--- config.mk ---
export PLATFORM = sky130hd
export DESIGN_NAME = moving_average_hysteresis_switch
export DESIGN_NICKNAME = d
export VERILOG_FILES = /design/src/rtl/core/mahs_pkg.sv /design/src/rtl/core/mahs_ram.sv /design/src/rtl/core/mahs_divider.sv /design/src/rtl/core/mahs_cfg.sv /design/src/rtl/core/moving_average_hysteresis_switch.sv
export VERILOG_INCLUDE_DIRS = /design/src /design/src/rtl/core
export SDC_FILE = /design/constraint.sdc
export NUM_CORES = 1
export LEC_CHECK = 0
export BUFFER_PORTS_ARGS = -buffer_cell sky130_fd_sc_hd__buf_2
export CORE_UTILIZATION = 30
export CTS_CLUSTER_DIAMETER = 60
export DETAILED_ROUTE_END_ITERATION = 6
export GPL_TIMING_DRIVEN = 0
export SETUP_SLACK_MARGIN = 0.15
export SYNTH_ARGS = -nofsm -noshare
export SYNTH_HDL_FRONTEND = slang
export SYNTH_SLANG_ARGS = --single-unit
export TNS_END_PERCENT = 1
--- constraint.sdc ---
create_clock -name clk -period 7.3 [get_ports clk]
set_input_delay 0.365 -clock clk [delete_from_list [all_inputs] [get_ports clk]]
set_output_delay 0.365 -clock clk [all_outputs]
set_load 0.01 [all_outputs]
--- src/rtl/core/assert_macros.svh ---
// assertion macros included by moving_average_hysteresis_switch.sv
`ifndef ASSERT_MACROS_SVH
`define ASSERT_MACROS_SVH

`ifndef NO_ASSERTIONS
`define CHK_PROP(lbl, clk, rst_n, prop, msg) \
  lbl: assert property (@(posedge clk) disable iff (!rst_n) prop) else $error(msg);
`define CHK_NEVER(lbl, clk, rst_n, cond, msg) \
  lbl: assert property (@(posedge clk) disable iff (!rst_n) !(cond)) else $error(msg);
`else
`define CHK_PROP(lbl, clk, rst_n, prop, msg)
`define CHK_NEVER(lbl, clk, rst_n, cond, msg)
`endif

`endif

--- src/rtl/core/mahs_pkg.sv ---
// shared constants and types of the moving average switch
`default_nettype none

package mahs_pkg;

  localparam int SAMPLE_W       = 12;
  localparam int THR_W          = 12;
  localparam int WINDOW_DEPTH_DEF = 16;

  // configuration port
  localparam int CFG_DATA_W = 32;
  localparam int CFG_ADDR_W = 3;
  localparam int REG_IDX_W  = 1;

  localparam logic [REG_IDX_W-1:0] REG_DARK  = 1'd0;
  localparam logic [REG_IDX_W-1:0] REG_LIGHT = 1'd1;

  localparam logic [THR_W-1:0] DARK_RESET  = 12'd1000;
  localparam logic [THR_W-1:0] LIGHT_RESET = 12'd2000;

  typedef struct packed {
    logic busy;
    logic done;
  } div_stat_t;

endpackage

`default_nettype wire

--- src/rtl/core/mahs_ram.sv ---
// generic single write port ram with registered read
`default_nettype none

module mahs_ram #(
  parameter int WIDTH = 12,
  parameter int DEPTH = 16,
  localparam int AW = (DEPTH > 1) ? $clog2(DEPTH) : 1
) (
  input  wire logic             clk,
  input  wire logic             we,
  input  wire logic [AW-1:0]    waddr,
  input  wire logic [WIDTH-1:0] wdata,
  input  wire logic             re,
  input  wire logic [AW-1:0]    raddr,
  output logic      [WIDTH-1:0] rdata_r
);

  logic [WIDTH-1:0] mem_r [DEPTH];

  always_ff @(posedge clk) begin
    if (we) begin
      mem_r[waddr] <= wdata;
    end
    if (re) begin
      rdata_r <= mem_r[raddr];
    end
  end

endmodule

`default_nettype wire

--- src/rtl/core/mahs_divider.sv ---
// bit-serial restoring divider, one quotient bit per cycle
`default_nettype none

module mahs_divider #(
  parameter int DVD_W = 16,
  parameter int DVS_W = 5
) (
  input  wire logic                clk,
  input  wire logic                rst_n,
  input  wire logic                start,
  input  wire logic [DVD_W-1:0]    dividend,
  input  wire logic [DVS_W-1:0]    divisor,
  output logic      [DVD_W-1:0]    quotient,
  output mahs_pkg::div_stat_t      stat
);

  import mahs_pkg::*;

  localparam int CNT_W = $clog2(DVD_W + 1);

  logic [DVS_W-1:0] rem_r;
  logic [DVS_W-1:0] dvs_r;
  logic [DVD_W-1:0] quo_r;
  logic [CNT_W-1:0] cnt_r;
  logic             busy_r;
  logic             done_r;

  logic [DVS_W:0]   trial;
  logic             fits;
  logic [DVS_W:0]   diff;
  logic [DVS_W-1:0] rem_nxt;

  // dividend bits shift out at the top while quotient bits shift in below
  always_comb begin
    trial   = {rem_r, quo_r[DVD_W-1]};
    fits    = trial >= {1'b0, dvs_r};
    diff    = trial - {1'b0, dvs_r};
    rem_nxt = fits ? diff[DVS_W-1:0] : trial[DVS_W-1:0];
  end

  always_ff @(posedge clk) begin
    if (!rst_n) begin
      busy_r <= 1'b0;
      done_r <= 1'b0;
      cnt_r  <= '0;
    end else if (start) begin
      busy_r <= 1'b1;
      done_r <= 1'b0;
      cnt_r  <= CNT_W'(DVD_W);
    end else if (busy_r) begin
      cnt_r <= cnt_r - 1'b1;
      if (cnt_r == CNT_W'(1)) begin
        busy_r <= 1'b0;
        done_r <= 1'b1;
      end
    end
  end

  always_ff @(posedge clk) begin
    if (start) begin
      rem_r <= '0;
      dvs_r <= divisor;
      quo_r <= dividend;
    end else if (busy_r) begin
      rem_r <= rem_nxt;
      quo_r <= {quo_r[DVD_W-2:0], fits};
    end
  end

  assign quotient  = quo_r;
  assign stat.busy = busy_r;
  assign stat.done = done_r;

endmodule

`default_nettype wire

--- src/rtl/core/mahs_cfg.sv ---
// threshold registers behind the apb-style configuration port
`default_nettype none

module mahs_cfg (
  input  wire logic                                clk,
  input  wire logic                                rst_n,
  input  wire logic                                psel,
  input  wire logic                                penable,
  input  wire logic                                pwrite,
  input  wire logic [mahs_pkg::CFG_ADDR_W-1:0]     paddr,
  input  wire logic [mahs_pkg::CFG_DATA_W-1:0]     pwdata,
  output logic      [mahs_pkg::CFG_DATA_W-1:0]     prdata,
  output logic                                     pready,
  output logic      [mahs_pkg::THR_W-1:0]          dark_thr,
  output logic      [mahs_pkg::THR_W-1:0]          light_thr
);

  import mahs_pkg::*;

  logic [THR_W-1:0]     dark_r;
  logic [THR_W-1:0]     light_r;
  logic [REG_IDX_W-1:0] idx;
  logic                 wr_en;

  assign idx    = paddr[CFG_ADDR_W-1:2];
  assign wr_en  = psel && penable && pwrite;
  assign pready = 1'b1;

  always_ff @(posedge clk) begin
    if (!rst_n) begin
      dark_r  <= DARK_RESET;
      light_r <= LIGHT_RESET;
    end else if (wr_en) begin
      case (idx)
        REG_DARK:  dark_r  <= pwdata[THR_W-1:0];
        REG_LIGHT: light_r <= pwdata[THR_W-1:0];
        default: ;
      endcase
    end
  end

  always_comb begin
    case (idx)
      REG_DARK:  prdata = CFG_DATA_W'(dark_r);
      REG_LIGHT: prdata = CFG_DATA_W'(light_r);
      default:   prdata = '0;
    endcase
  end

  assign dark_thr  = dark_r;
  assign light_thr = light_r;

endmodule

`default_nettype wire

--- src/rtl/core/moving_average_hysteresis_switch.sv ---
// moving average of light samples with a hysteresis switch
//
// in_sample comes in on a valid/stall channel; each item gives one result
// on out_average and out_switch_on. The window of the last WINDOW_DEPTH
// samples sits in a ram; a running sum is updated once per item and then
// divided by the count of valid samples in a bit-serial divider.
// The running sum is SUM_W = 12 + clog2(WINDOW_DEPTH) bits wide. A new
// item is not taken until the result of the last one has gone into the
// output register; the divider works out one quotient bit per cycle.
// The output register holds a finished result while out_stall is high; the
// next item is still accepted and worked on, and its result waits in the
// divider until the output register is free.
// Thresholds are written through the apb-style port (dark at 0x0, light at
// 0x4) while the block is idle; the user must keep to this, the block
// itself does not enforce it. Synchronous reset clears the sum, count,
// pointer and switch and restores thresholds 1000 and 2000; no clearing
// pass runs, the fill count masks unwritten window entries.
`default_nettype none

`include "assert_macros.svh"

module moving_average_hysteresis_switch #(
  parameter int WINDOW_DEPTH = mahs_pkg::WINDOW_DEPTH_DEF
) (
  input  wire logic                            clk,
  input  wire logic                            rst_n,
  input  wire logic                            in_valid,
  output logic                                 in_stall,
  input  wire logic [mahs_pkg::SAMPLE_W-1:0]   in_sample,
  output logic                                 out_valid,
  input  wire logic                            out_stall,
  output logic      [mahs_pkg::SAMPLE_W-1:0]   out_average,
  output logic                                 out_switch_on,
  input  wire logic                            psel,
  input  wire logic                            penable,
  input  wire logic                            pwrite,
  input  wire logic [mahs_pkg::CFG_ADDR_W-1:0] paddr,
  input  wire logic [mahs_pkg::CFG_DATA_W-1:0] pwdata,
  output logic      [mahs_pkg::CFG_DATA_W-1:0] prdata,
  output logic                                 pready
);

  import mahs_pkg::*;

  localparam int SUM_W = SAMPLE_W + $clog2(WINDOW_DEPTH);
  localparam int CNT_W = $clog2(WINDOW_DEPTH + 1);
  localparam int PTR_W = (WINDOW_DEPTH > 1) ? $clog2(WINDOW_DEPTH) : 1;

  localparam logic [1:0] ST_IDLE = 2'd0;
  localparam logic [1:0] ST_UPD  = 2'd1;
  localparam logic [1:0] ST_DIV  = 2'd2;

  logic [1:0]          state_r, state_nxt;
  logic [SAMPLE_W-1:0] sample_r;
  logic [PTR_W-1:0]    wr_ptr_r, wr_ptr_nxt;
  logic [CNT_W-1:0]    cnt_r, cnt_nxt;
  logic [SUM_W-1:0]    sum_r, sum_nxt;
  logic                sw_r, sw_nxt;
  logic                out_valid_r;
  logic [SAMPLE_W-1:0] out_avg_r;
  logic                out_sw_r;

  logic [THR_W-1:0]    dark_thr;
  logic [THR_W-1:0]    light_thr;
  logic [SAMPLE_W-1:0] ram_rdata;
  logic [SUM_W-1:0]    quotient;
  div_stat_t           div_stat;

  logic                accept_in;
  logic                full;
  logic [SAMPLE_W-1:0] old_val;
  logic                out_free;
  logic                load_out;
  logic [SAMPLE_W-1:0] mean;

  mahs_cfg u_cfg (
    .clk       (clk),
    .rst_n     (rst_n),
    .psel      (psel),
    .penable   (penable),
    .pwrite    (pwrite),
    .paddr     (paddr),
    .pwdata    (pwdata),
    .prdata    (prdata),
    .pready    (pready),
    .dark_thr  (dark_thr),
    .light_thr (light_thr)
  );

  mahs_ram #(
    .WIDTH (SAMPLE_W),
    .DEPTH (WINDOW_DEPTH)
  ) u_window (
    .clk     (clk),
    .we      (state_r == ST_UPD),
    .waddr   (wr_ptr_r),
    .wdata   (sample_r),
    .re      (accept_in),
    .raddr   (wr_ptr_r),
    .rdata_r (ram_rdata)
  );

  mahs_divider #(
    .DVD_W (SUM_W),
    .DVS_W (CNT_W)
  ) u_div (
    .clk      (clk),
    .rst_n    (rst_n),
    .start    (state_r == ST_UPD),
    .dividend (sum_nxt),
    .divisor  (cnt_nxt),
    .quotient (quotient),
    .stat     (div_stat)
  );

  assign in_stall  = (state_r != ST_IDLE);
  assign accept_in = in_valid && (state_r == ST_IDLE);
  assign full      = (cnt_r == CNT_W'(WINDOW_DEPTH));
  // until the window has filled, the slot being replaced was never written
  assign old_val   = full ? ram_rdata : '0;
  assign out_free  = !out_valid_r || !out_stall;
  assign load_out  = (state_r == ST_DIV) && div_stat.done && out_free;
  assign mean      = quotient[SAMPLE_W-1:0];

  always_comb begin
    sum_nxt    = sum_r - SUM_W'(old_val) + SUM_W'(sample_r);
    cnt_nxt    = full ? cnt_r : cnt_r + 1'b1;
    wr_ptr_nxt = (wr_ptr_r == PTR_W'(WINDOW_DEPTH - 1)) ? '0 : wr_ptr_r + 1'b1;

    if (!sw_r && (mean < dark_thr)) begin
      sw_nxt = 1'b1;
    end else if (sw_r && (mean > light_thr)) begin
      sw_nxt = 1'b0;
    end else begin
      sw_nxt = sw_r;
    end

    case (state_r)
      ST_IDLE: state_nxt = accept_in ? ST_UPD : ST_IDLE;
      ST_UPD:  state_nxt = ST_DIV;
      ST_DIV:  state_nxt = load_out ? ST_IDLE : ST_DIV;
      default: state_nxt = ST_IDLE;
    endcase
  end

  always_ff @(posedge clk) begin
    if (!rst_n) begin
      state_r     <= ST_IDLE;
      wr_ptr_r    <= '0;
      cnt_r       <= '0;
      sum_r       <= '0;
      sw_r        <= 1'b0;
      out_valid_r <= 1'b0;
    end else begin
      state_r <= state_nxt;
      if (state_r == ST_UPD) begin
        wr_ptr_r <= wr_ptr_nxt;
        cnt_r    <= cnt_nxt;
        sum_r    <= sum_nxt;
      end
      if (load_out) begin
        sw_r        <= sw_nxt;
        out_valid_r <= 1'b1;
      end else if (!out_stall) begin
        out_valid_r <= 1'b0;
      end
    end
  end

  always_ff @(posedge clk) begin
    if (accept_in) begin
      sample_r <= in_sample;
    end
    if (load_out) begin
      out_avg_r <= mean;
      out_sw_r  <= sw_nxt;
    end
  end

  assign out_valid     = out_valid_r;
  assign out_average   = out_avg_r;
  assign out_switch_on = out_sw_r;

  `CHK_PROP(a_accept_to_upd, clk, rst_n, (in_valid && !in_stall) |=> (state_r == ST_UPD), "accepted item did not start the sum update")
  `CHK_PROP(a_out_from_div, clk, rst_n, $rose(out_valid) |-> $past((state_r == ST_DIV) && div_stat.done), "result shown without a finished division")
  `CHK_NEVER(a_cnt_range, clk, rst_n, cnt_r > CNT_W'(WINDOW_DEPTH), "valid count beyond window depth")
  `CHK_PROP(a_ptr_follows_cnt, clk, rst_n, (cnt_r < CNT_W'(WINDOW_DEPTH)) |-> (wr_ptr_r == cnt_r[PTR_W-1:0]), "write pointer out of step with fill count")

endmodule

`default_nettype wire
==> summary by stage <==
STA
The final setup TNS is 0 ns. The final hold violation count is 0. Clock skew on the completed layout was measured at about 0.020 ns. Timing would allow up to around 250 MHz.

Setup repair after global routing left no endpoint under its margin. On the final layout, the worst hold slack is 0.01892 ns. The minimum clock period is between 3 and 4 ns. Of the available clock period, the critical path in the final layout requires 0.5391. For the pin with the worst max-slew slack, the measured transition is around 1.3 ns.

The total of endpoints with negative setup slack in the final report is 0. The worst slew margin relative to its limit is 0.1011. The final-report max-slew violation count was 0.

Synthesis
Among all flip-flop cells after synthesis, the most frequent one is edfxtp_1. Averaged over all synthesized cells, the footprint is approximately 14 um^2. The number of flops mapped to enable cells by yosys is between 200 and 300. In this run, synthesis produced a sequential element count of 315.

The synthesized netlist occupies a cell area of between 10000 and 15000 um^2. The share of synthesized registers carrying an async set or reset is 0. Synthesis instantiated 59 different standard cells from the library. The post-synthesis sequential area ratio is 0.6287.

The number of cells produced by synthesis is between 1000 and 1500. The synthesis warning total is 0.

Power and ir drop
Across the VDD grid, the largest voltage drop is 156.3 uV. The static leakage is slightly below 6 nW. The power per cell area is between 200 and 300 nW/um^2.

Setup path
The family with the most delay on the worst path is adder cells. The top fanout value on the critical path is 10. The required arrival time at the worst endpoint is about 7.6 ns. By startpoint and endpoint, the worst setup path is classified as flip-flop to flip-flop.

The largest single stage delay on the critical path is around 0.5 ns. Traced cell by cell, the critical path runs through inv_1 > ha_1 > and4bb_2 > clkbuf_1 > and2_1 > fa_1 > inv_1 > ha_1 > nand2b_1 > a21oi_1 > o31a_1 > a221oi_1 > mux2i_1 > nand2_1. The count of buffer and inverter cells on the critical path is 3.

The sort of element at the start of the critical path is a flip-flop. The largest individual stage delay along the critical path comes from the cell fa_1. The arrival time at the worst endpoint is approximately 4.2 ns. STA classifies the critical path endpoint as a flip-flop.

Clocking
The H-tree level count is 2. The clock passes through at most 3 buffers. TritonCTS built the clock tree. Clock latency on the worst-skew pair, taken at its later pin, is ~0.52 ns. The sink count of the clock tree is between 300 and 400. The root buffer selected by CTS is clkbuf_16.

After clock tree synthesis, the clock-pin slew on the worst setup and hold paths is roughly 0.06 ns. The number of clock buffers added by TritonCTS is 34. After clock tree synthesis, the repair step resized 0 gates.

Global routing
The initial antenna violation count was 0. The via count of the first global-routing pass is 8296. For this run, global-route usage on met2 was measured as 0.2268. The busiest layer in global routing is met2.

For met1 alone, demand over resource in global routing was 0.1724. The residual overflow from global routing is 0. The first global-routing pass estimated approximately 48 mm of wire. The pin count of the biggest net entering global routing is 25.

The global-route total usage across every layer is 0.1324. The met3 usage is 0.02394.

Drt
Once detail routing completed, the nets flagged for antenna violations numbered 0. The post-route DRC violation count is 0. The first-pass iteration count of the detailed router is 6.

The vias after detailed routing is around 8000. Wires add up to roughly 31 mm. Dividing the detail-routed via count by the number of cells gives approximately 4.7.

Dividing the detail-routed wire length by the instance count gives about 18 um. The detailed router finished its first iteration with 562 violations.

Layout
The finished layout cell area is between 15000 and 20000 um^2. After the last flow step, the layout net total stands at about 1300. The area growth from synthesis to final layout is 16.50%. The repair_antennas step left the layout with diodes totalling 0.

In the final layout, the share of cells above drive strength 1 is 0.1879.

Floorplan
Pin placement for this block handled approximately 100 I/O pins. The effective utilization at floorplan is 0.3067. The die is 218.1 um wide. The floorplan has 78 rows. The die is approximately 220 um tall. The area of the die is ~48000 um^2.

The region available for standard cell placement spans about 46000 um^2.

Place
The placed instances occupy a cell area of between 15000 and 20000 um^2. The congestion estimate from routability-driven global placement came to 0.8368. The count of input and output buffers is 57. The HPWL after detailed placement is approximately 21 mm.

Hold path
In this run the worst hold path is classified as input port to flip-flop.

Run
Across the run, the number of max-cap violations was 0.

Outcome
The run finished with clean final reports.
[synthesized netlist by cell type, types with 3 or more instances]
| master | count | share of area |
|---|---|---|
| edfxtp_1 | 250 | 0.54 |
| nand2_1 | 116 | 0.031 |
| inv_1 | 96 | 0.026 |
| dfxtp_1 | 65 | 0.093 |
| a21oi_1 | 63 | 0.023 |
| mux4_2 | 60 | 0.096 |
| ha_1 | 52 | 0.046 |
| nor2_1 | 41 | 0.011 |
| o21ai_0 | 34 | 0.012 |
| clkbuf_1 | 29 | 0.0078 |
| buf_4 | 21 | 0.011 |
| o211ai_1 | 15 | 0.0080 |
| and2_1 | 14 | 0.0063 |
| nand3_1 | 14 | 0.0050 |
| xnor2_1 | 14 | 0.0088 |
| fa_1 | 13 | 0.019 |
| nand2b_1 | 10 | 0.0045 |
| a31oi_1 | 9 | 0.0040 |
| nor3_1 | 9 | 0.0032 |
| mux2i_1 | 8 | 0.0057 |
| nand4_1 | 8 | 0.0036 |
| a21o_1 | 7 | 0.0038 |
| or3_1 | 7 | 0.0031 |
| o21a_1 | 6 | 0.0032 |
| buf_1 | 5 | 0.0013 |
| buf_2 | 5 | 0.0018 |
| a211oi_1 | 4 | 0.0021 |
| nor2b_1 | 3 | 0.0013 |
| o21ai_1 | 3 | 0.0011 |
| xor2_1 | 3 | 0.0019 |
[path summary, 6_finish.rpt]
check                    startpoint            endpoint  slack (ns)  cells past startpoint
setup reg to reg           cnt_r[0]  u_div.quotient[14]        3.36                     14
hold / removal         in_sample[9]         sample_r[9]        0.02                      1
hold reg to reg   u_cfg.dark_thr[1]   u_cfg.dark_thr[1]        0.46                      2
setup / recovery           cnt_r[0]  u_div.quotient[14]        3.36                     14
[layout by cell type, fill, tap and decap left out, types with 6 or more instances in the layout]
| master | count |
|---|---|
| conb_1 | 21 |
| xnor2_1 | 14 |
| nand3_1 | 14 |
| nand4_1 | 8 |
| dfxtp_1 | 65 |
| a31oi_1 | 9 |
| buf_4 | 22 |
| nand2_1 | 116 |
| clkbuf_1 | 37 |
| nand2b_1 | 10 |
| inv_1 | 96 |
| edfxtp_1 | 250 |
| a21oi_1 | 62 |
| clkbuf_16 | 36 |
| clkinv_2 | 7 |
| and2_1 | 14 |
| o21ai_0 | 34 |
| o211ai_1 | 15 |
| or3_1 | 7 |
| o21a_1 | 6 |
| fa_1 | 13 |
| nor2_1 | 35 |
| ha_1 | 52 |
| mux2i_1 | 8 |
| buf_2 | 62 |
| mux4_2 | 60 |
| a21o_1 | 7 |
[cell families (layout without fill, tap and decap cells)]
family,count (synthesis),count (layout),synth area share
AO/OA/AOI/OAI,154,154,0.06546
AND/OR/NAND/NOR,235,235,0.07663
XOR/XNOR,18,18,0.01224
other,2,21,0.0005361
adder cells (fa/ha/maj),65,65,0.06502
flip-flops,315,315,0.6287
multiplexers,69,69,0.1030
buffers and inverters,158,283,0.04841
[power by group]
group          internal, mW  total, mW  switching (mW)
combinational         0.241      0.554           0.314
clock                 0.927       1.62           0.692
sequential             2.01       2.08          0.0625
total                  3.18       4.25            1.07
[through the flow]
stage	total power, mW	worst slack [ns]	utilization	instances
4_1_cts	4.296	3.345	0.3570	1760
2_1_floorplan	2.505	3.922	-	1035
3_3_place_gp	2.650	3.311	0.3310	1692
5_1_grt	4.436	3.052	0.3573	1760
3_5_place_dp	2.666	3.376	0.3330	1697
6_report	4.249	3.364	0.3573	1760
[metal layers]
layer,vias to the layer above,routed length (um)
met4,0,545
met1,4058,13720
met3,40,1369
li1,3931,-
met5,-,0
met2,185,15200
[repair_timing]
item,in CTS,in global routing
endpoints found under the hold margin,5,0
hold buffers,5,0
buffers inserted,0,0
[area by class of cell]
type                    instances  area, um^2
fillers                      4411       29350
flip-flops and latches        315        8808
multi-input cells             562        4638
clock buffers                  46       958.4
well taps                     600       750.7
repair buffers                 67       400.4
inverters                      98       367.9
plain buffers                  60       310.3
clock inverters                12       86.33
[sequential cells by signal, indices dropped and copies added (netlist names)]
name and cells:
sw_r 1, sample_r 12, u_div.cnt_r 5, u_window.rdata_r 12, wr_ptr_r 4, u_window.mem_r 192, out_average 12, out_valid 1
u_cfg.light_thr 12, cnt_r 5, u_div.rem_r 5, u_cfg.dark_thr 12, state_r 2, u_div.dvs_r 5, u_div.quotient 16, out_switch_on 1
sum_r 16, u_div.done_r 1, u_div.busy_r 1
(Power assumes the default switching activity.)
